==> config.mk <==
export PLATFORM = sky130hd
export DESIGN_NAME = ryuv_front
export DESIGN_NICKNAME = d
export VERILOG_FILES = /design/src/ryuv_pkg.sv /design/src/ryuv_front.sv
export SDC_FILE = /design/constraint.sdc
export NUM_CORES = 2
export LEC_CHECK = 0
export ABC_AREA = 1
export BUFFER_PORTS_ARGS = -buffer_cell sky130_fd_sc_hd__buf_2
export CORE_ASPECT_RATIO = 2
export CORE_MARGIN = 2
export CORE_UTILIZATION = 45
export DETAILED_ROUTE_END_ITERATION = 10
export GPL_ROUTABILITY_DRIVEN = 0
export PLACE_DENSITY = 0.62
export SLEW_MARGIN = 20
export SYNTH_ARGS = -nofsm -noshare
export SYNTH_HDL_FRONTEND = slang
export SYNTH_SLANG_ARGS = --single-unit
==> constraint.sdc <==
create_clock -name clk -period 12.1 [get_ports clk]
set_input_delay 1.21 -clock clk [delete_from_list [all_inputs] [get_ports clk]]
set_output_delay 1.21 -clock clk [all_outputs]
set_load 0.05 [all_outputs]
==> src/ryuv_pkg.sv <==
// Shared types, coefficients and codes for the RGB24 to YUV 4:2:0 converter.
// No dependencies; every other file but ryuv_ram imports this package.
`default_nettype none

package ryuv_pkg;

  // Field widths fixed by the interface
  localparam int CFG_W  = 12;
  localparam int OFF_W  = 22;
  localparam int PIX_W  = 8;
  localparam int SUM_W  = 9;
  localparam int PROD_W = 24;

  // Unsigned Q0.16 coefficients, rounded to nearest
  localparam logic [15:0] Y_R_COEF = 16'd19595;
  localparam logic [15:0] Y_G_COEF = 16'd38470;
  localparam logic [15:0] Y_B_COEF = 16'd7471;
  localparam logic [15:0] U_R_COEF = 16'd11036;
  localparam logic [15:0] U_G_COEF = 16'd21732;
  localparam logic [15:0] V_G_COEF = 16'd27440;
  localparam logic [15:0] V_B_COEF = 16'd5328;

  // 128 in Q.16
  localparam logic [24:0] CHROMA_BIAS = 25'd8388608;

  localparam logic [7:0] LUMA_MIN   = 8'd16;
  localparam logic [7:0] LUMA_MAX   = 8'd235;
  localparam logic [7:0] CHROMA_MIN = 8'd16;
  localparam logic [7:0] CHROMA_MAX = 8'd240;

  // Result planes
  localparam logic [1:0] PLANE_Y = 2'd0;
  localparam logic [1:0] PLANE_U = 2'd1;
  localparam logic [1:0] PLANE_V = 2'd2;

  // Register word select (paddr bit 2)
  localparam logic REG_WIDTH  = 1'b0;
  localparam logic REG_HEIGHT = 1'b1;

  localparam int QUEUE_DEPTH = 4;

  // One classified pixel, handed from the front end to the back end
  typedef struct packed {
    logic               store;       // even row, odd column: write pair sums
    logic               chroma;      // odd row, odd column: emit U and V
    logic [PIX_W-1:0]   luma;
    logic [OFF_W-1:0]   luma_off;
    logic [OFF_W-1:0]   chroma_off;
    logic [SUM_W-1:0]   sum_u;
    logic [SUM_W-1:0]   sum_v;
  } work_t;

  function automatic logic [7:0] clamp8(input logic [7:0] v, input logic [7:0] lo,
                                        input logic [7:0] hi);
    logic [7:0] r;
    r = v;
    if (v < lo) r = lo;
    else if (v > hi) r = hi;
    return r;
  endfunction

endpackage

`default_nettype wire

==> src/ryuv_front.sv <==
// Front end: accepts pixels, tracks raster position, computes Y/U/V and offsets
// in a four-stage pipeline and pushes classified work into the queue.
// Depends on ryuv_pkg.
`default_nettype none

module ryuv_front import ryuv_pkg::*; #(
  parameter int MAX_WIDTH  = 2048,
  parameter int MAX_HEIGHT = 2048
) (
  input  wire logic                                clk,
  input  wire logic                                rst,
  input  wire logic [CFG_W-1:0]                    frame_width,
  input  wire logic [CFG_W-1:0]                    frame_height,
  input  wire logic                                pix_valid,
  output logic                                     pix_ready,
  input  wire logic [PIX_W-1:0]                    blue,
  input  wire logic [PIX_W-1:0]                    green,
  input  wire logic [PIX_W-1:0]                    red,
  input  wire logic                                q_full,
  output logic                                     push,
  output work_t                                    push_work,
  output logic      [$clog2(MAX_WIDTH/2)-1:0]      push_slot
);

  localparam int COL_W  = $clog2(MAX_WIDTH);
  localparam int ROW_W  = $clog2(MAX_HEIGHT);
  localparam int WW     = $clog2(MAX_WIDTH + 1);
  localparam int HW     = $clog2(MAX_HEIGHT + 1);
  localparam int SLOT_W = $clog2(MAX_WIDTH / 2);
  localparam int LIN_W  = ROW_W + WW;

  // Effective geometry
  logic [WW-1:0]      w_eff;
  logic [HW-1:0]      h_eff;
  logic [WW+HW-1:0]   area_prod;
  logic [WW+HW-1:0]   carea_prod;
  logic [OFF_W-1:0]   area_luma;
  logic [OFF_W-1:0]   area_chroma;

  assign w_eff = (frame_width == '0) ? WW'(1) :
                 ((32'(frame_width) > MAX_WIDTH) ? WW'(MAX_WIDTH) : WW'(frame_width));
  assign h_eff = (frame_height == '0) ? HW'(1) :
                 ((32'(frame_height) > MAX_HEIGHT) ? HW'(MAX_HEIGHT) : HW'(frame_height));
  assign area_prod  = w_eff * h_eff;
  assign carea_prod = (w_eff >> 1) * (h_eff >> 1);

  always_ff @(posedge clk) begin
    area_luma   <= OFF_W'(area_prod);
    area_chroma <= OFF_W'(carea_prod);
  end

  // Raster position
  logic [COL_W-1:0] col;
  logic [ROW_W-1:0] row;
  logic [COL_W-1:0] col_next;
  logic [ROW_W-1:0] row_next;
  logic [WW:0]      col_inc;
  logic [HW:0]      row_inc;
  logic             advance;
  logic             accept;
  logic             s4_valid;

  assign advance   = !s4_valid || !q_full;
  assign pix_ready = advance;
  assign accept    = pix_valid && advance;
  assign push      = s4_valid && !q_full;

  assign col_inc = (WW + 1)'(col) + 1'b1;
  assign row_inc = (HW + 1)'(row) + 1'b1;

  always_comb begin
    col_next = col;
    row_next = row;
    if (col_inc >= (WW + 1)'(w_eff)) begin
      col_next = '0;
      row_next = (row_inc >= (HW + 1)'(h_eff)) ? '0 : row_inc[ROW_W-1:0];
    end else begin
      col_next = col_inc[COL_W-1:0];
    end
  end

  always_ff @(posedge clk) begin
    if (rst) begin
      col <= '0;
      row <= '0;
    end else if (accept) begin
      col <= col_next;
      row <= row_next;
    end
  end

  // Stage 1: captured pixel and position
  logic             s1_valid;
  logic [PIX_W-1:0] s1_blue, s1_green, s1_red;
  logic [COL_W-1:0] s1_col;
  logic [ROW_W-1:0] s1_row;

  // Stage 2: products
  logic              s2_valid;
  logic [PROD_W-1:0] s2_yr, s2_yg, s2_yb, s2_ur, s2_ug, s2_vg, s2_vb;
  logic [6:0]        s2_bh, s2_rh;
  logic [LIN_W-1:0]  s2_lin;
  logic [LIN_W-1:0]  s2_cidx;
  logic [COL_W-1:0]  s2_col;
  logic              s2_odd_row;

  // Stage 3: samples and offsets
  logic              s3_valid;
  logic [PIX_W-1:0]  s3_luma, s3_u, s3_v;
  logic [OFF_W-1:0]  s3_luma_off, s3_chroma_off;
  logic              s3_odd_col, s3_odd_row;
  logic [SLOT_W-1:0] s3_slot;

  // Stage 4: queue entry
  logic [PIX_W-1:0]  held_u, held_v;

  logic [25:0]       y_sum;
  logic [24:0]       u_acc;
  logic [24:0]       v_acc;
  logic [OFF_W-1:0]  lin_sum;
  logic [OFF_W-1:0]  cidx_sum;

  assign y_sum = 26'(s2_yr) + 26'(s2_yg) + 26'(s2_yb);
  assign u_acc = CHROMA_BIAS + {2'b00, s2_bh, 16'h0000} - 25'(s2_ur) - 25'(s2_ug);
  assign v_acc = CHROMA_BIAS + {2'b00, s2_rh, 16'h0000} - 25'(s2_vg) - 25'(s2_vb);
  assign lin_sum  = OFF_W'(s2_lin) + OFF_W'(s2_col);
  assign cidx_sum = OFF_W'(s2_cidx) + OFF_W'(s2_col >> 1);

  always_ff @(posedge clk) begin
    if (rst) begin
      s1_valid <= 1'b0;
      s2_valid <= 1'b0;
      s3_valid <= 1'b0;
      s4_valid <= 1'b0;
      held_u   <= '0;
      held_v   <= '0;
    end else if (advance) begin
      s1_valid <= pix_valid;
      s2_valid <= s1_valid;
      s3_valid <= s2_valid;
      s4_valid <= s3_valid;
      // hold the even column's chroma for its odd partner
      if (s3_valid && !s3_odd_col) begin
        held_u <= s3_u;
        held_v <= s3_v;
      end
    end
  end

  always_ff @(posedge clk) begin
    if (advance) begin
      s1_blue  <= blue;
      s1_green <= green;
      s1_red   <= red;
      s1_col   <= col;
      s1_row   <= row;

      s2_yr      <= s1_red   * Y_R_COEF;
      s2_yg      <= s1_green * Y_G_COEF;
      s2_yb      <= s1_blue  * Y_B_COEF;
      s2_ur      <= s1_red   * U_R_COEF;
      s2_ug      <= s1_green * U_G_COEF;
      s2_vg      <= s1_green * V_G_COEF;
      s2_vb      <= s1_blue  * V_B_COEF;
      s2_bh      <= s1_blue[7:1];
      s2_rh      <= s1_red[7:1];
      s2_lin     <= s1_row * w_eff;
      s2_cidx    <= (s1_row >> 1) * (w_eff >> 1);
      s2_col     <= s1_col;
      s2_odd_row <= s1_row[0];

      s3_luma       <= clamp8(y_sum[23:16], LUMA_MIN, LUMA_MAX);
      s3_u          <= u_acc[23:16];
      s3_v          <= v_acc[23:16];
      s3_luma_off   <= area_luma - OFF_W'(1) - lin_sum;
      s3_chroma_off <= area_chroma - OFF_W'(1) - cidx_sum;
      s3_odd_col    <= s2_col[0];
      s3_odd_row    <= s2_odd_row;
      s3_slot       <= SLOT_W'(s2_col >> 1);

      push_work.store      <= s3_odd_col && !s3_odd_row;
      push_work.chroma     <= s3_odd_col && s3_odd_row;
      push_work.luma       <= s3_luma;
      push_work.luma_off   <= s3_luma_off;
      push_work.chroma_off <= s3_chroma_off;
      push_work.sum_u      <= {1'b0, held_u} + {1'b0, s3_u};
      push_work.sum_v      <= {1'b0, held_v} + {1'b0, s3_v};
      push_slot            <= s3_slot;
    end
  end

endmodule

`default_nettype wire

After elaboration in Yosys (flattened, before gate mapping)
Cells that the tools add are included.

storage, ports and cells
  bits in registers = 507
  output and inout port bits = 84
  input port bits = 52

operators by class
  add/subtract/negate cells = 18
  $lt $le $gt $ge = 6
  mux-type cells = 7
  reduce and logical (&&, ||, !) cells = 15
  multiply operators = 11

operators with widths
  kind                      count
  $add A24 B23 Y24 const A  2
  $mux W12                  4
  $sub A24 B23 Y24          2
  $mul A8 B15 Y23 const B   2
  $sub A22 B1 Y22 const B   2
  $sub A22 B22 Y22          2
  $mul A8 B13 Y21 const B   2
  $add A11 B1 Y12 const B   2
  $add A23 B24 Y24          1
  $add A24 B21 Y24          1
  $ge A12 B12 Y1            2
  $gt A12 B12 Y1 const B    2
  $logic_not A12 Y1         2
  $sub A24 B21 Y24          1
  $sub A24 B22 Y24          1
  $add A21 B10 Y22          1
  $add A22 B11 Y22          1
  $mul A11 B11 Y22          1
  $mul A11 B12 Y22          1
  $mul A12 B12 Y22          1
  $mux W11                  2
  $mul A10 B11 Y21          1
  $mul A8 B12 Y20 const B   1
  $mul A8 B11 Y19 const B   1
  10 further kinds          19

Depth between registers and ports, before layout
  depth in word-level cells = 5
  mapped depth = 28
  depth with buffers taken out = 28

Least setup slack after synthesis
Ideal clock, no wire load.

  path kind = input to register
  from = input port q_full
  to = register held_v[3]
  cell stages on the path = 7
  slack = -0.736 ns
  arrival = 12.719 ns
  cell sequence = nand2_1 -> inv_1 -> nor3_2 -> inv_1 -> clkbuf_1 -> nor2_1 -> nor2_1

between the ends
  word-level cells in the longest chain between the ends = 3

RTL lines
  what                                line               text
  from (decl)                         ryuv_front.sv:19   input wire logic q_full,
  $logic_not A1 Y1                    ryuv_front.sv:63   assign advance = !s4_valid || !q_full;
  $logic_or A1 B1 Y1                  ryuv_front.sv:63
  $reduce_and A2 Y1 (no source line)  n/a
  to (signal assigned)                ryuv_front.sv:145  held_v <= s3_v;
  to (decl)                           ryuv_front.sv:115  logic [PIX_W-1:0] held_u, held_v;

Every way passes these cells.
A chain may end at the register's enable or synchronous reset.

Worst setup path in the final report
  from = input port frame_width[4]
  to = register s2_lin[14] (data pin)

between the ends
  word-level cells in the longest chain between the ends = 4
  elaborated cells on any way between the ends = 5
  classes of those cells = mul (1); order compare (1); mux (2); reduce/logical (1)

RTL lines
  what                  line               text
  from (decl)           ryuv_front.sv:12   input wire logic [CFG_W-1:0] frame_width,
  $gt A12 B12 Y1        ryuv_front.sv:41   ((32'(frame_width) > MAX_WIDTH) ? WW'(MAX_WIDTH) : WW'(frame_width));
  $mux W12              ryuv_front.sv:41
  $mux W12 *            ryuv_front.sv:40   assign w_eff = (frame_width == '0) ? WW'(1) :
  $mul A11 B12 Y22 *    ryuv_front.sv:167  s2_lin <= s1_row * w_eff;
  to (signal assigned)  ryuv_front.sv:167
  to (decl)             ryuv_front.sv:102  logic [LIN_W-1:0] s2_lin;

Mark *: on every way between the ends. The rest lies on a longest branch, timed or not.

==> impl_metrics.tcl <==
set metrics [dict create \
    setup_tns_ns 0 \
    min_from "s1_col[4]" \
    status "finished clean" \
    overflow 0 \
    maxCapViolations 0 \
    vias 35200 \
    synth_enable_flop_cells 412 \
    clkTransAtPathRegs_ns 0.06 \
    cts_sinks 498 \
    relSlewSlack_pct 20.3 \
    avgSynthCellArea_um2 9.44 \
    grt_pass1_vias 38100 \
    cts_buffer_depth 3 \
    dieWidth_um 233 \
    place_inst 6449 \
    max_slew.worst_pin.slew_ns 1.19 \
    fin_worst_skew_ns 0.0301 \
    cts-htree-levels 2 \
    ys_types 54 \
    max-vdd-ir-drop_uv 296 \
    cts-root-buf "clkbuf_16" \
    fin_nets 6347 \
    fillCellCount 9827 \
    start_util_pct 45.4 \
    hold_viol 0 \
    synth-simple-area-share_pct 11.8 \
    fin_crit_sh_pct 63.0 \
    viasPerCell 5.39 \
    synth_fa_ha_area_share_pct 37.2 \
    track_usage_pct 27.9 \
    synth_top_cell_area_share_pct 26.3 \
    fin_crit_ns 7.62 \
    critical_path_class "input port to register" \
    port_buffers 135 \
    total_power_w 0.0115 \
    crit_required_ns 12.48 \
    leakage_nw 26.0 \
    synthXorXnorAreaFrac_pct 4.69 \
    clock_latency_ns 0.66 \
    cts_made_buffers 50 \
    wl_um 145000 \
    drive_gt1_share_pct 5.07 \
    arrival_ns 8.00 \
    final_antenna_net_count 0 \
    grt_pass1_wl_um 218000 \
    synthTopCellsByArea "edfxtp_1, ha_1, fa_1" \
    synth_top_family_by_area "adder cells" \
    area_growth_pct 8.75 \
    yosysTopAreaCell "edfxtp_1" \
    ctsResizeCount 0 \
    holdBufCountCts 0 \
    grt_max_degree 148 \
    synth_compound_area_share_pct 7.48 \
    synthFlopType "edfxtp_1" \
    critical_path.max_fanout 13 \
    antenna_found_initial 11 \
    async_reset_ff_share_pct 0 \
    powerDensity_mw_per_mm2 225 \
    ys_top_cells_by_count "inv_1, nand2_1, ha_1, fa_1, edfxtp_1" \
    drcViolationCount 0 \
    drt-initial-drc-count 1775 \
    synthesis.nets 6184 \
    die_area_mm2 0.107 \
    endpoint_kind "register" \
    hp-class "register to register" \
    cts_tree "built" \
    maxSlewViolCount 0 \
    final_core_util_pct 49.4 \
    synthMuxAreaShare_pct 0 \
    pin_count 136 \
    firstDrtPassIters 7 \
    stdcell_count 6544 \
    hpwl_um 116000 \
    num_rows 167 \
    synth_area_mm2 0.0471 \
    yosysSeqAreaShare_pct 29.9 \
    crit_path_start "frame_width[4]" \
    max_freq_ghz 0.131 \
    coreArea_mm2 0.104 \
    startpoint_type "input port" \
    rsz0062_at_grt "false" \
    synth_most_common_cell "inv_1" \
    syn_inst 4987 \
    cts_setup_buffers 0 \
    yosysWarnings 0 \
    setup_violations 0 \
    ys_ff_latch 498 \
    hold_ws_ns 0.418 \
    r2r_start "s1_row[2]" \
    die_h_um 461 \
    wl_per_cell_um 22.2 \
]
registers in the layout (all words and copies together) (netlist names), 16 cells and up:
register       cells
s2_yr             21
s2_cidx           21
area_chroma       22
s2_vg             19
s2_yg             19
s2_lin            22
s2_ug             20
s2_vb             16
area_luma         22
push_work         72
s3_chroma_off     22
s2_yb             20
s2_ur             20
s3_luma_off       22
metrics by stage:
step                      setup slack (ns)  cell area [µm²]
after detailed placement              4.06            49400
after global placement                4.08            49400
final                                 4.48            51200
after CTS                             4.74            51200
after global routing                  4.34            51200
after floorplan                       3.88            47100
layout by cell type, fill, tap and decap left out, types with 135 or more instances in the layout:
cell,n
xor2_1,177
inv_1,1057
a21oi_1,298
ha_1,720
nor2_1,392
buf_2,135
nand2_1,724
fa_1,425
edfxtp_1,412
o21ai_0,175
metal layers:
layer	vias up	GRT usage [%]	routed length, µm
li1	16500	-	-
met4	16	27.1	17600
met5	-	0	109
met3	688	7.10	9330
met2	1200	52.7	77100
met1	16900	22.3	41300
worst paths after layout:
kind,to,slack [ns],cells past startpoint
setup / recovery,s2_lin[14],4.48,24
hold / removal,s2_col[4],0.42,0
setup reg to reg,s2_lin[14],5.78,16
hold reg to reg,s2_col[4],0.42,0
final cells by class:
cell class                 count  area [µm²]  share of cell area (%)
multi-input combinational   3383       28800                    56.3
sequential                   498       14100                    27.5
inverter                    1067        4010                    7.82
tap                         1352        1690                    3.30
clock buffer                  63        1320                    2.58
timing repair buffer         150         817                    1.60
clock inverter                29         422                   0.824
antenna                        2        5.00                 0.00977
power breakdown:
part / internal (W) / total (W) / switching, W
registers: 0.00271 / 0.00300 / 0.000291
clock network: 0.000973 / 0.00171 / 0.000734
logic: 0.00237 / 0.00683 / 0.00446
cells by family (layout without fill, tap and decap cells):
group | after synthesis | in the layout
compound gates | 630 | 630
xor+xnor | 252 | 252
fa+ha+maj | 1145 | 1145
buf+inv | 1106 | 1309
flops | 498 | 498
other cells | 0 | 2
simple gates | 1356 | 1356
worst max-delay path, cell delays in order:
cell,delay [ns]
buf_2,0.10
nor4_1,0.30
nand3_1,0.15
nand2_2,0.16
nand2_1,0.48
inv_1,0.58
nand2_1,0.15
fa_1,0.58
inv_1,0.06
fa_1,0.53
inv_1,0.07
fa_1,0.53
inv_1,0.05
fa_1,0.48
inv_1,0.05
fa_1,0.48
inv_1,0.05
ha_1,0.34
a21oi_1,0.58
o21ai_0,0.25
a21oi_2,0.36
o21a_1,0.17
o21ai_0,0.10
xor2_1,0.16
(Power assumes the default switching activity.)
