### src/ryuv_pkg.sv
// Shared types, coefficients and codes for the RGB24 to YUV 4:2:0 converter.
// No dependencies; every other file but ryuv_ram imports this package.
`default_nettype none

package ryuv_pkg;

  // Field widths fixed by the interface
  localparam int CFG_W  = 12;
  localparam int OFF_W  = 22;
  localparam int PIX_W  = 8;
  localparam int SUM_W  = 9;
  localparam int PROD_W = 24;

  // Unsigned Q0.16 coefficients, rounded to nearest
  localparam logic [15:0] Y_R_COEF = 16'd19595;
  localparam logic [15:0] Y_G_COEF = 16'd38470;
  localparam logic [15:0] Y_B_COEF = 16'd7471;
  localparam logic [15:0] U_R_COEF = 16'd11036;
  localparam logic [15:0] U_G_COEF = 16'd21732;
  localparam logic [15:0] V_G_COEF = 16'd27440;
  localparam logic [15:0] V_B_COEF = 16'd5328;

  // 128 in Q.16
  localparam logic [24:0] CHROMA_BIAS = 25'd8388608;

  localparam logic [7:0] LUMA_MIN   = 8'd16;
  localparam logic [7:0] LUMA_MAX   = 8'd235;
  localparam logic [7:0] CHROMA_MIN = 8'd16;
  localparam logic [7:0] CHROMA_MAX = 8'd240;

  // Result planes
  localparam logic [1:0] PLANE_Y = 2'd0;
  localparam logic [1:0] PLANE_U = 2'd1;
  localparam logic [1:0] PLANE_V = 2'd2;

  // Register word select (paddr bit 2)
  localparam logic REG_WIDTH  = 1'b0;
  localparam logic REG_HEIGHT = 1'b1;

  localparam int QUEUE_DEPTH = 4;

  // One classified pixel, handed from the front end to the back end
  typedef struct packed {
    logic               store;       // even row, odd column: write pair sums
    logic               chroma;      // odd row, odd column: emit U and V
    logic [PIX_W-1:0]   luma;
    logic [OFF_W-1:0]   luma_off;
    logic [OFF_W-1:0]   chroma_off;
    logic [SUM_W-1:0]   sum_u;
    logic [SUM_W-1:0]   sum_v;
  } work_t;

  function automatic logic [7:0] clamp8(input logic [7:0] v, input logic [7:0] lo,
                                        input logic [7:0] hi);
    logic [7:0] r;
    r = v;
    if (v < lo) r = lo;
    else if (v > hi) r = hi;
    return r;
  endfunction

endpackage

`default_nettype wire

### src/ryuv_queue.sv
// Short FIFO between the front end and the back end.
// Depends on ryuv_pkg for the depth.
`default_nettype none

module ryuv_queue import ryuv_pkg::*; #(
  parameter int WIDTH = 80
) (
  input  wire logic             clk,
  input  wire logic             rst,
  input  wire logic             push,
  input  wire logic [WIDTH-1:0] wdata,
  output logic                  full,
  input  wire logic             pop,
  output logic      [WIDTH-1:0] rdata,
  output logic                  empty
);

  localparam int PTR_W = $clog2(QUEUE_DEPTH);
  localparam int CNT_W = $clog2(QUEUE_DEPTH + 1);

  logic [WIDTH-1:0] slots [QUEUE_DEPTH];
  logic [PTR_W-1:0] wr_ptr;
  logic [PTR_W-1:0] rd_ptr;
  logic [CNT_W-1:0] count;

  assign full  = (count == CNT_W'(QUEUE_DEPTH));
  assign empty = (count == '0);
  assign rdata = slots[rd_ptr];

  always_ff @(posedge clk) begin
    if (push) slots[wr_ptr] <= wdata;
  end

  always_ff @(posedge clk) begin
    if (rst) begin
      wr_ptr <= '0;
      rd_ptr <= '0;
      count  <= '0;
    end else begin
      if (push) wr_ptr <= (wr_ptr == PTR_W'(QUEUE_DEPTH - 1)) ? '0 : wr_ptr + 1'b1;
      if (pop)  rd_ptr <= (rd_ptr == PTR_W'(QUEUE_DEPTH - 1)) ? '0 : rd_ptr + 1'b1;
      if (push && !pop)      count <= count + 1'b1;
      else if (pop && !push) count <= count - 1'b1;
    end
  end

  a_no_overflow: assert property (@(posedge clk) disable iff (rst) push |-> !full)
    else $error("queue written while full");
  a_no_underflow: assert property (@(posedge clk) disable iff (rst) pop |-> !empty)
    else $error("queue read while empty");
  a_count_bound: assert property (@(posedge clk) disable iff (rst)
      count <= CNT_W'(QUEUE_DEPTH))
    else $error("queue count past depth");

endmodule

`default_nettype wire

### config.mk
export PLATFORM = sky130hd
export DESIGN_NAME = ryuv_queue
export DESIGN_NICKNAME = d
export VERILOG_FILES = /design/src/ryuv_pkg.sv /design/src/ryuv_queue.sv
export SDC_FILE = /design/constraint.sdc
export NUM_CORES = 1
export LEC_CHECK = 0
export BUFFER_PORTS_ARGS = -buffer_cell sky130_fd_sc_hd__buf_2
export CORE_ASPECT_RATIO = 0.9
export CORE_UTILIZATION = 45
export CTS_CLUSTER_DIAMETER = 40
export CTS_CLUSTER_SIZE = 12
export DETAILED_ROUTE_END_ITERATION = 7
export HOLD_SLACK_MARGIN = 0.03
export MAX_ROUTING_LAYER = met4
export PLACE_DENSITY = 0.63
export SYNTH_ARGS = -nofsm -noshare
export SYNTH_HDL_FRONTEND = slang
export SYNTH_SLANG_ARGS = --single-unit
export TNS_END_PERCENT = 5
### constraint.sdc
create_clock -name clk -period 3.3 [get_ports clk]
set_input_delay 0.165 -clock clk [delete_from_list [all_inputs] [get_ports clk]]
set_output_delay 0.165 -clock clk [all_outputs]
set_load 0.02 [all_outputs]
# Word-level counts from Yosys, hierarchy flattened

Memories as Yosys holds them, arrays and structs flattened. A register that Yosys moved wholly into a read port is not among the register bits.
Index checks and enable logic that the tools add are counted.

Bits in registers: 7
RAM bits: 320
Output and inout port bits: 82
Logic and storage cells: 25
Memories kept: 1

Memories:

| memory | depth | width | read ports | clocked after memory_dff | wr ports | RTL line         | source |
|---|---|---|---|---|---|---|---|
| slots  | 4     | 80    | 1          | 1                        | 1        | ryuv_queue.sv:21 | `logic [WIDTH-1:0] slots [QUEUE_DEPTH];` |

$add $sub $neg: 4
Equality and inequality tests: 3
Multiplexer cells: 8
Reduce and logical (&&, ||, !) cells: 6

Operator list:

| kind                                             | count |
|---|---|
| 2-to-1 mux 2 bit                                 | 4 |
| 2-to-1 mux 3 bit                                 | 2 |
| adder 2 x 1 -> 2 bit, second input constant      | 2 |
| equality test 2 bit, second input constant       | 2 |
| adder 3 x 1 -> 3 bit, second input constant      | 1 |
| equality test 3 bit, second input constant       | 1 |
| zero test 3 bit                                  | 1 |
| subtractor 3 x 1 -> 3 bit, second input constant | 1 |
| logical AND 1 bit                                | 2 |
| zero test 1 bit                                  | 2 |
| 2-to-1 mux 1 bit                                 | 2 |
| nonzero test 2 bit                               | 1 |

# Logic depth before layout (Yosys ltp)

Gate-level depths: netlist of run 1.

Depth in word-level cells: 4
Depth in mapped cells: 7
Gate-level depth less buffers: 7

# Worst setup path after synthesis of run 1

OpenSTA, ideal clock, no wires.

Kind: reg-to-reg
From: register wr_ptr[0]
To: memory slots[3][0], enable pin
Setup time: 0.447 ns
Data arrival time: 2.411 ns
Required time: 2.853 ns
Setup slack: 0.442 ns
Stages on the path, launching flop included: 3
Buffers on the path: 0
Period minus slack after synthesis: 2.858 ns
Cells stage by stage: dfxtp_1 -> ha_1 -> and2_1

RTL lines:

| element                | RTL line         | source |
|---|---|---|
| start, declared        | ryuv_queue.sv:22 | `logic [PTR_W-1:0] wr_ptr;` |
| start signal, assigned | ryuv_queue.sv:40 | `if (push) wr_ptr <= (wr_ptr == PTR_W'(QUEUE_DEPTH - 1)) ? '0 : wr_ptr + 1'b1;` |
| end, declared          | ryuv_queue.sv:21 |  |

Straight into the memory's write port.

==> results of run 1 <==
cell usage after synthesis (all sizes together):
cell,count,area [um2]
dfxtp,9,180
ha,6,75.1
fa,1,20.0
a21oi,2,10.0
mux4,80,1800
or3,1,6.26
nor3,1,5.00
nor3b,2,15.0
and2,4,25.0
o21ai,1,5.00
buf,18,215
mux2i,4,40.0
xor2,2,17.5
inv,4,15.0
nor2,7,26.3
edfxtp,320,9610
power by group:
group	internal, W	total [W]	leakage [nW]	switching, W
Clock	0.00318	0.00485	0.742	0.00167
Combinational	0.000415	0.000932	1.64	0.000517
Sequential	0.00479	0.00486	3.01	0.0000747
Total	0.00838	0.0106	5.40	0.00226
sequential cells by signal (all words and copies together) (netlist names), named ones only:
signal  cells
slots     320
wr_ptr      2
rd_ptr      2
count       3
what timing repair did:
item	4_1_cts	5_1_grt
hold buffers	82	0
setup endpoints to repair	0	0
endpoints found under the hold margin	329	0
layout make-up:
| type | count | area, um2 |
|---|---|---|
| fill | 1904 | 10600 |
| sequential | 329 | 9800 |
| multi-input combinational | 111 | 2060 |
| timing repair buffer | 258 | 1780 |
| clock buffer | 46 | 1090 |
| tap | 348 | 435 |
| clock inverter | 28 | 424 |
| inverter | 4 | 15.0 |
| antenna | 1 | 2.50 |
routing by layer:
layer,global-route usage,wire length [um],vias to the layer above
met4,0.0427,314,0
met3,0.0389,1370,30
met1,0.225,9680,2974
met5,-,0,-
li1,-,-,2560
met2,0.271,10800,183
metrics by stage:
step                worst slack [ns]  cell area (um2)  total power [W]  hold WS [ns]  std cells
floorplan                      0.442            12100          0.00550         0.234        462
global placement                1.15            13300          0.00579         0.373        968
detailed placement              1.10            13300          0.00582         0.381        968
CTS                            0.553            15600           0.0108        0.0598       1124
global route                   0.469            15600           0.0110        0.0904       1125
finish                         0.664            15600           0.0106        0.0757       1125
worst register-to-register path: cells and delay by family (launching register included):
kind / cells / cell delay [ns]
DFF: 1 / 0.40
adders and majority gates: 1 / 0.20
and+or+nand+nor: 1 / 0.60
buffers and inverters: 1 / 0.39
logic make-up after synthesis:
kind of cell	after synthesis
simple gates	15
fa+ha+maj	7
mux	84
flops	329
xor+xnor	2
compound gates	3
buf+inv	22
worst min path at each step:
stage                     startpoint           end  slack [ns]  depth (start not counted)
after global placement     wdata[45]  slots[3][45]        0.37                          1
after floorplan                  rst      count[2]        0.23                          1
final                           push     wr_ptr[1]        0.08                          3
after global routing            push     wr_ptr[1]        0.09                          3
after detailed placement   wdata[53]  slots[0][53]        0.38                          1
after CTS                       push     wr_ptr[0]        0.06                          3
==> impl_metrics.ini, run 1 <==
[critical_path]
worst_r2r_path_depth = 3
path_cells = buf_4 -> mux4_2 -> buf_2
crit_path_max_incr_delay_ns = 0.73
cp-start-kind = flop
crit_type = reg -> out
crit_family = flip-flops
r2r_slack_ns = 1.39
cp_num_buf_inv = 2
reg2reg_to = slots[3][41]
endpoint = rdata[10]
end_kind = output pin
cp_max_fo = 28
cp.required_ns = 3.13
critical_path_cell_count = 3
slowest_stage = dfxtp_4
worstReg2RegStart = wr_ptr[0]
arrival_ns = 2.47

[global_route]
antenna_found_initial = 1
grt_max_degree = 46
grt_usage = 0.170
first_global_vias = 6183
overflow = 0
grt_pass1_wl_mm = 34.2

[final_layout]
layout_commonest_cell = edfxtp_1
final_nets = 838
syn2layout_area_growth_pct = 29.3
fin_util = 0.595
final_cell_mix = 320 x edfxtp_1, 165 x buf_2, 82 x dlygate4sd3_1, 80 x mux4_2, 43 x clkbuf_16
drive_gt1_frac = 0.425

[place]
routabilityCongestion = 0.728
port_buffers = 165
hpwl_mm = 12.8

[routing]
totalWireLength_mm = 22.2
dr.pass1.iters = 4
post_drt_wl_per_cell_um = 19.7
drc = 0
vias = 5747
postRouteAntennaNets = 0
routed_via_density = 5.11
drtIter0Drc = 429

[synthesis]
synth_cells = 462
syn_nets = 553
synth_xor_area_frac = 0.00145
synth_area_um2 = 12100
synth-seq-cells = 329
avgSynthCellArea_um2 = 26.1
synthMuxAreaShare = 0.153
synth-seq-area-share = 0.811
synth_top_family_by_area = multiplexers
synth-simple-area-share = 0.00643
synth_fa_ha_area_frac = 0.00788
synth_cell_types = 19
synth_compound_area_frac = 0.00124
yosys_warnings = 0

[clocking]
postCtsSetupBuffers = 0
clk_pin_slew_ns = 0.05
clk_latency_ns = 0.51
ctsResizeCount = 0
cts_root_buf = clkbuf_16
cts_sinks = 329
cts_buffers = 43
cts_buffer_depth = 3
htreeDepth = 2
tritoncts = built

[die]
die_h_um = 157
initial_core_util = 0.460
pin_count = 166
core_um2 = 26200
die_x_um = 175
dieArea_um2 = 27500
rows = 56

[run_status]
status = finished, final reports clean

[timing]
setup_violations = 0
worstMarginPinSlew_ns = 0.665
fmax_ghz = 0.379
skew_ns = 0.0123
drv_slew = 0
grt_setup_unrepaired = false
hold_viol = 0
fin_crit_ns = 2.64
finalSetupTns_ns = 0
relSlewSlack = 0.556
fin_crit_sh = 0.799

[power]
p_leak_nw = 5.40
power.density_nw_per_um2 = 683
max-vdd-ir-drop_v = 0.000470

[flow_run]
drv_cap = 0

[hold_path]
hp-class = in -> reg
(Power assumes the default switching activity.)
==> inputs of run 2 (changes only) <==
--- a/config.mk
+++ b/config.mk
@@ -5,6 +5,7 @@
 export SDC_FILE = /design/constraint.sdc
 export NUM_CORES = 1
 export LEC_CHECK = 0
+export ABC_AREA = 1
 export BUFFER_PORTS_ARGS = -buffer_cell sky130_fd_sc_hd__buf_2
 export CORE_ASPECT_RATIO = 0.9
 export CORE_UTILIZATION = 45
@@ -13,7 +14,7 @@
 export DETAILED_ROUTE_END_ITERATION = 7
 export HOLD_SLACK_MARGIN = 0.03
 export MAX_ROUTING_LAYER = met4
-export PLACE_DENSITY = 0.63
+export PLACE_DENSITY = 0.65
 export SYNTH_ARGS = -nofsm -noshare
 export SYNTH_HDL_FRONTEND = slang
 export SYNTH_SLANG_ARGS = --single-unit
==> constraint.sdc (replaced) <==
create_clock -name clk -period 2.3 [get_ports clk]
set_input_delay 0.115 -clock clk [delete_from_list [all_inputs] [get_ports clk]]
set_output_delay 0.115 -clock clk [all_outputs]
set_load 0.02 [all_outputs]
==> impl_metrics.ini, run 2 <==
[flow_run]
drv_cap = 0

[synthesis]
synth_xor_area_frac = 0.000713
yosys_warnings = 0
synth_area_um2 = 12300
synth_cells = 833
synthTopCellsByArea = edfxtp_1 78%, o21ai_0 6.2%, nor2_1 5.1%
synth-seq-cells = 329
syn_nets = 924
synthMuxAreaShare = 0
avgSynthCellArea_um2 = 14.7
synth_fa_ha_area_frac = 0.00774
synth_top_cell_by_area = edfxtp_1
synth_compound_area_frac = 0.108
synth_most_common_cell = edfxtp_1
synth_edf_count = 320
synth-seq-area-share = 0.797
synth_top_area_frac = 0.782
synthArstFlopShare = 0
synth_top_family_by_area = compound AO/OA/AOI/OAI gates
synth-simple-area-share = 0.0563
synth_cell_types = 21
synth_common_cells = 320 x edfxtp_1, 168 x nor2_1, 153 x o21ai_0, 80 x o22ai_1, 38 x clkbuf_1
synthFlopType = edfxtp_1

[critical_path]
worst_r2r_path_depth = 5
cp.required_ns = 2.18
crit_path_max_incr_delay_ns = 0.61
path_cells = buf_12 -> o21ai_0 -> o22ai_1 -> buf_2
arrival_ns = 2.08
cp_max_fo = 42
cp-start-kind = flop
end_kind = output pin
crit_type = reg -> out
slowest_stage = dfxtp_2

[routing]
totalWireLength_mm = 27.2
vias = 7769
drtIter0Drc = 622
routed_via_density = 5.29
post_drt_wl_per_cell_um = 18.5
dr.pass1.iters = 5
drc = 0
postRouteAntennaNets = 0

[clocking]
cts_root_buf = clkbuf_16
tritoncts = built
clk_pin_slew_ns = 0.06
clk_latency_ns = 0.52
cts_sinks = 329
htreeDepth = 2
cts_buffers = 41
cts_buffer_depth = 3

[final_layout]
final_nets = 1182
fin_util = 0.598
syn2layout_area_growth_pct = 28.5
final_cell_mix = 320 x edfxtp_1, 168 x nor2_1, 165 x buf_2, 153 x o21ai_0, 83 x dlygate4sd3_1
regArea_um2 = 9790
drive_gt1_frac = 0.227
largest_register_ffs = 320
max_flop_register = slots
multi_input_area_um2 = 2130
layout_commonest_cell = edfxtp_1
fillers = 1999
largest_registers = slots x320, count x3

[place]
hpwl_mm = 14.6
port_buffers = 165
post-place-ws_ns = 0.559
routabilityCongestion = 0.758

[timing]
worstMarginPinSlew_ns = 0.502
hold_viol = 0
fmax_ghz = 0.456
setup_violations = 0
fin_crit_ns = 2.19
drv_slew = 0
skew_ns = 0.0175
finalWorstSetupSlack_ns = 0.109
fin_crit_sh = 0.953
relSlewSlack = 0.665
grt_setup_unrepaired = true

[die]
pin_count = 166
core_um2 = 26400
die_h_um = 159
die_x_um = 176
rows = 56
initial_core_util = 0.465
dieArea_um2 = 28000

[global_route]
grt_usage = 0.195
first_global_vias = 7575
grt_pass1_wl_mm = 41.2
grt_max_degree = 81
antenna_found_initial = 2
overflow = 0

[power]
power.density_nw_per_um2 = 941
p_leak_nw = 5.63
max-vdd-ir-drop_v = 0.000621

[hold_path]
hold_path_depth = 2
hp-class = in -> reg

[run_status]
status = finished, final reports clean
==> run 2: metal layers <==
| metal | wire [um] | GRT usage |
|---|---|---|
| met5 | 0 | - |
| met4 | 520 | 0.0557 |
| met3 | 1820 | 0.0417 |
| met2 | 12800 | 0.298 |
| met1 | 12100 | 0.265 |
==> run 2: logic make-up (layout without fill, tap and decap cells) <==
family / after synthesis / count (layout)
DFF: 329 / 329
AOI/OAI and AO/OA: 246 / 246
and+or+nand+nor: 182 / 182
buffers and inverters: 68 / 355
adders and majority gates: 7 / 7
xor gates and xnor gates: 1 / 1
other: 0 / 1
==> run 2: repair_timing <==
| item | CTS | global route |
|---|---|---|
| gates cloned | 0 | 1 |
| setup buffers | 0 | 1 |
| endpoints found under the setup margin | 1 | 9 |
| hold endpoints to repair | 329 | 0 |
| gates resized for setup | 1 | 4 |
| hold buffers | 83 | 0 |
==> run 2: layout make-up <==
| class | instances | share of cell area |
|---|---|---|
| Antenna cell | 1 | 0.000159 |
| Tap cell | 348 | 0.0276 |
| Sequential cell | 329 | 0.620 |
| Clock inverter | 22 | 0.0175 |
| Inverter | 16 | 0.00555 |
| Multi-Input combinational cell | 436 | 0.135 |
| Timing Repair Buffer | 267 | 0.126 |
| Clock buffer | 50 | 0.0685 |
==> run 2: worst paths after layout <==
check,startpoint,slack (ns),to
hold reg to reg,wr_ptr[1],0.54,wr_ptr[1]
hold / removal,wdata[21],0.34,slots[0][21]
setup reg to reg,wr_ptr[0],0.70,slots[0][27]
setup / recovery,flop,0.11,rdata[39]
==> run 2: report_power, final <==
part / total, W / internal (W) / switching, W / leakage (nW)
sequential: 0.00693 / 0.00685 / 0.0000820 / 3.01
combinational: 0.00159 / 0.000549 / 0.00104 / 1.96
clock: 0.00633 / 0.00394 / 0.00240 / 0.656
==> run 2: critical path: cells and delay by family (launching register included) <==
kind	cells	cell delay (ns)
compound gates	2	0.42
flops	1	0.61
buf+inv	2	0.51
==> run 2: stage by stage <==
step                area (um2)  instances  hold slack [ns]   TNS, ns  total power (W)
global route             15800       1469            0.329  -0.00314           0.0154
global placement         13500       1311            0.331         0          0.00849
finish                   15800       1469            0.343         0           0.0149
floorplan                12300        833            0.187    -61.93          0.00792
CTS                      15700       1466            0.322         0           0.0150
detailed placement       13500       1311            0.333         0          0.00851
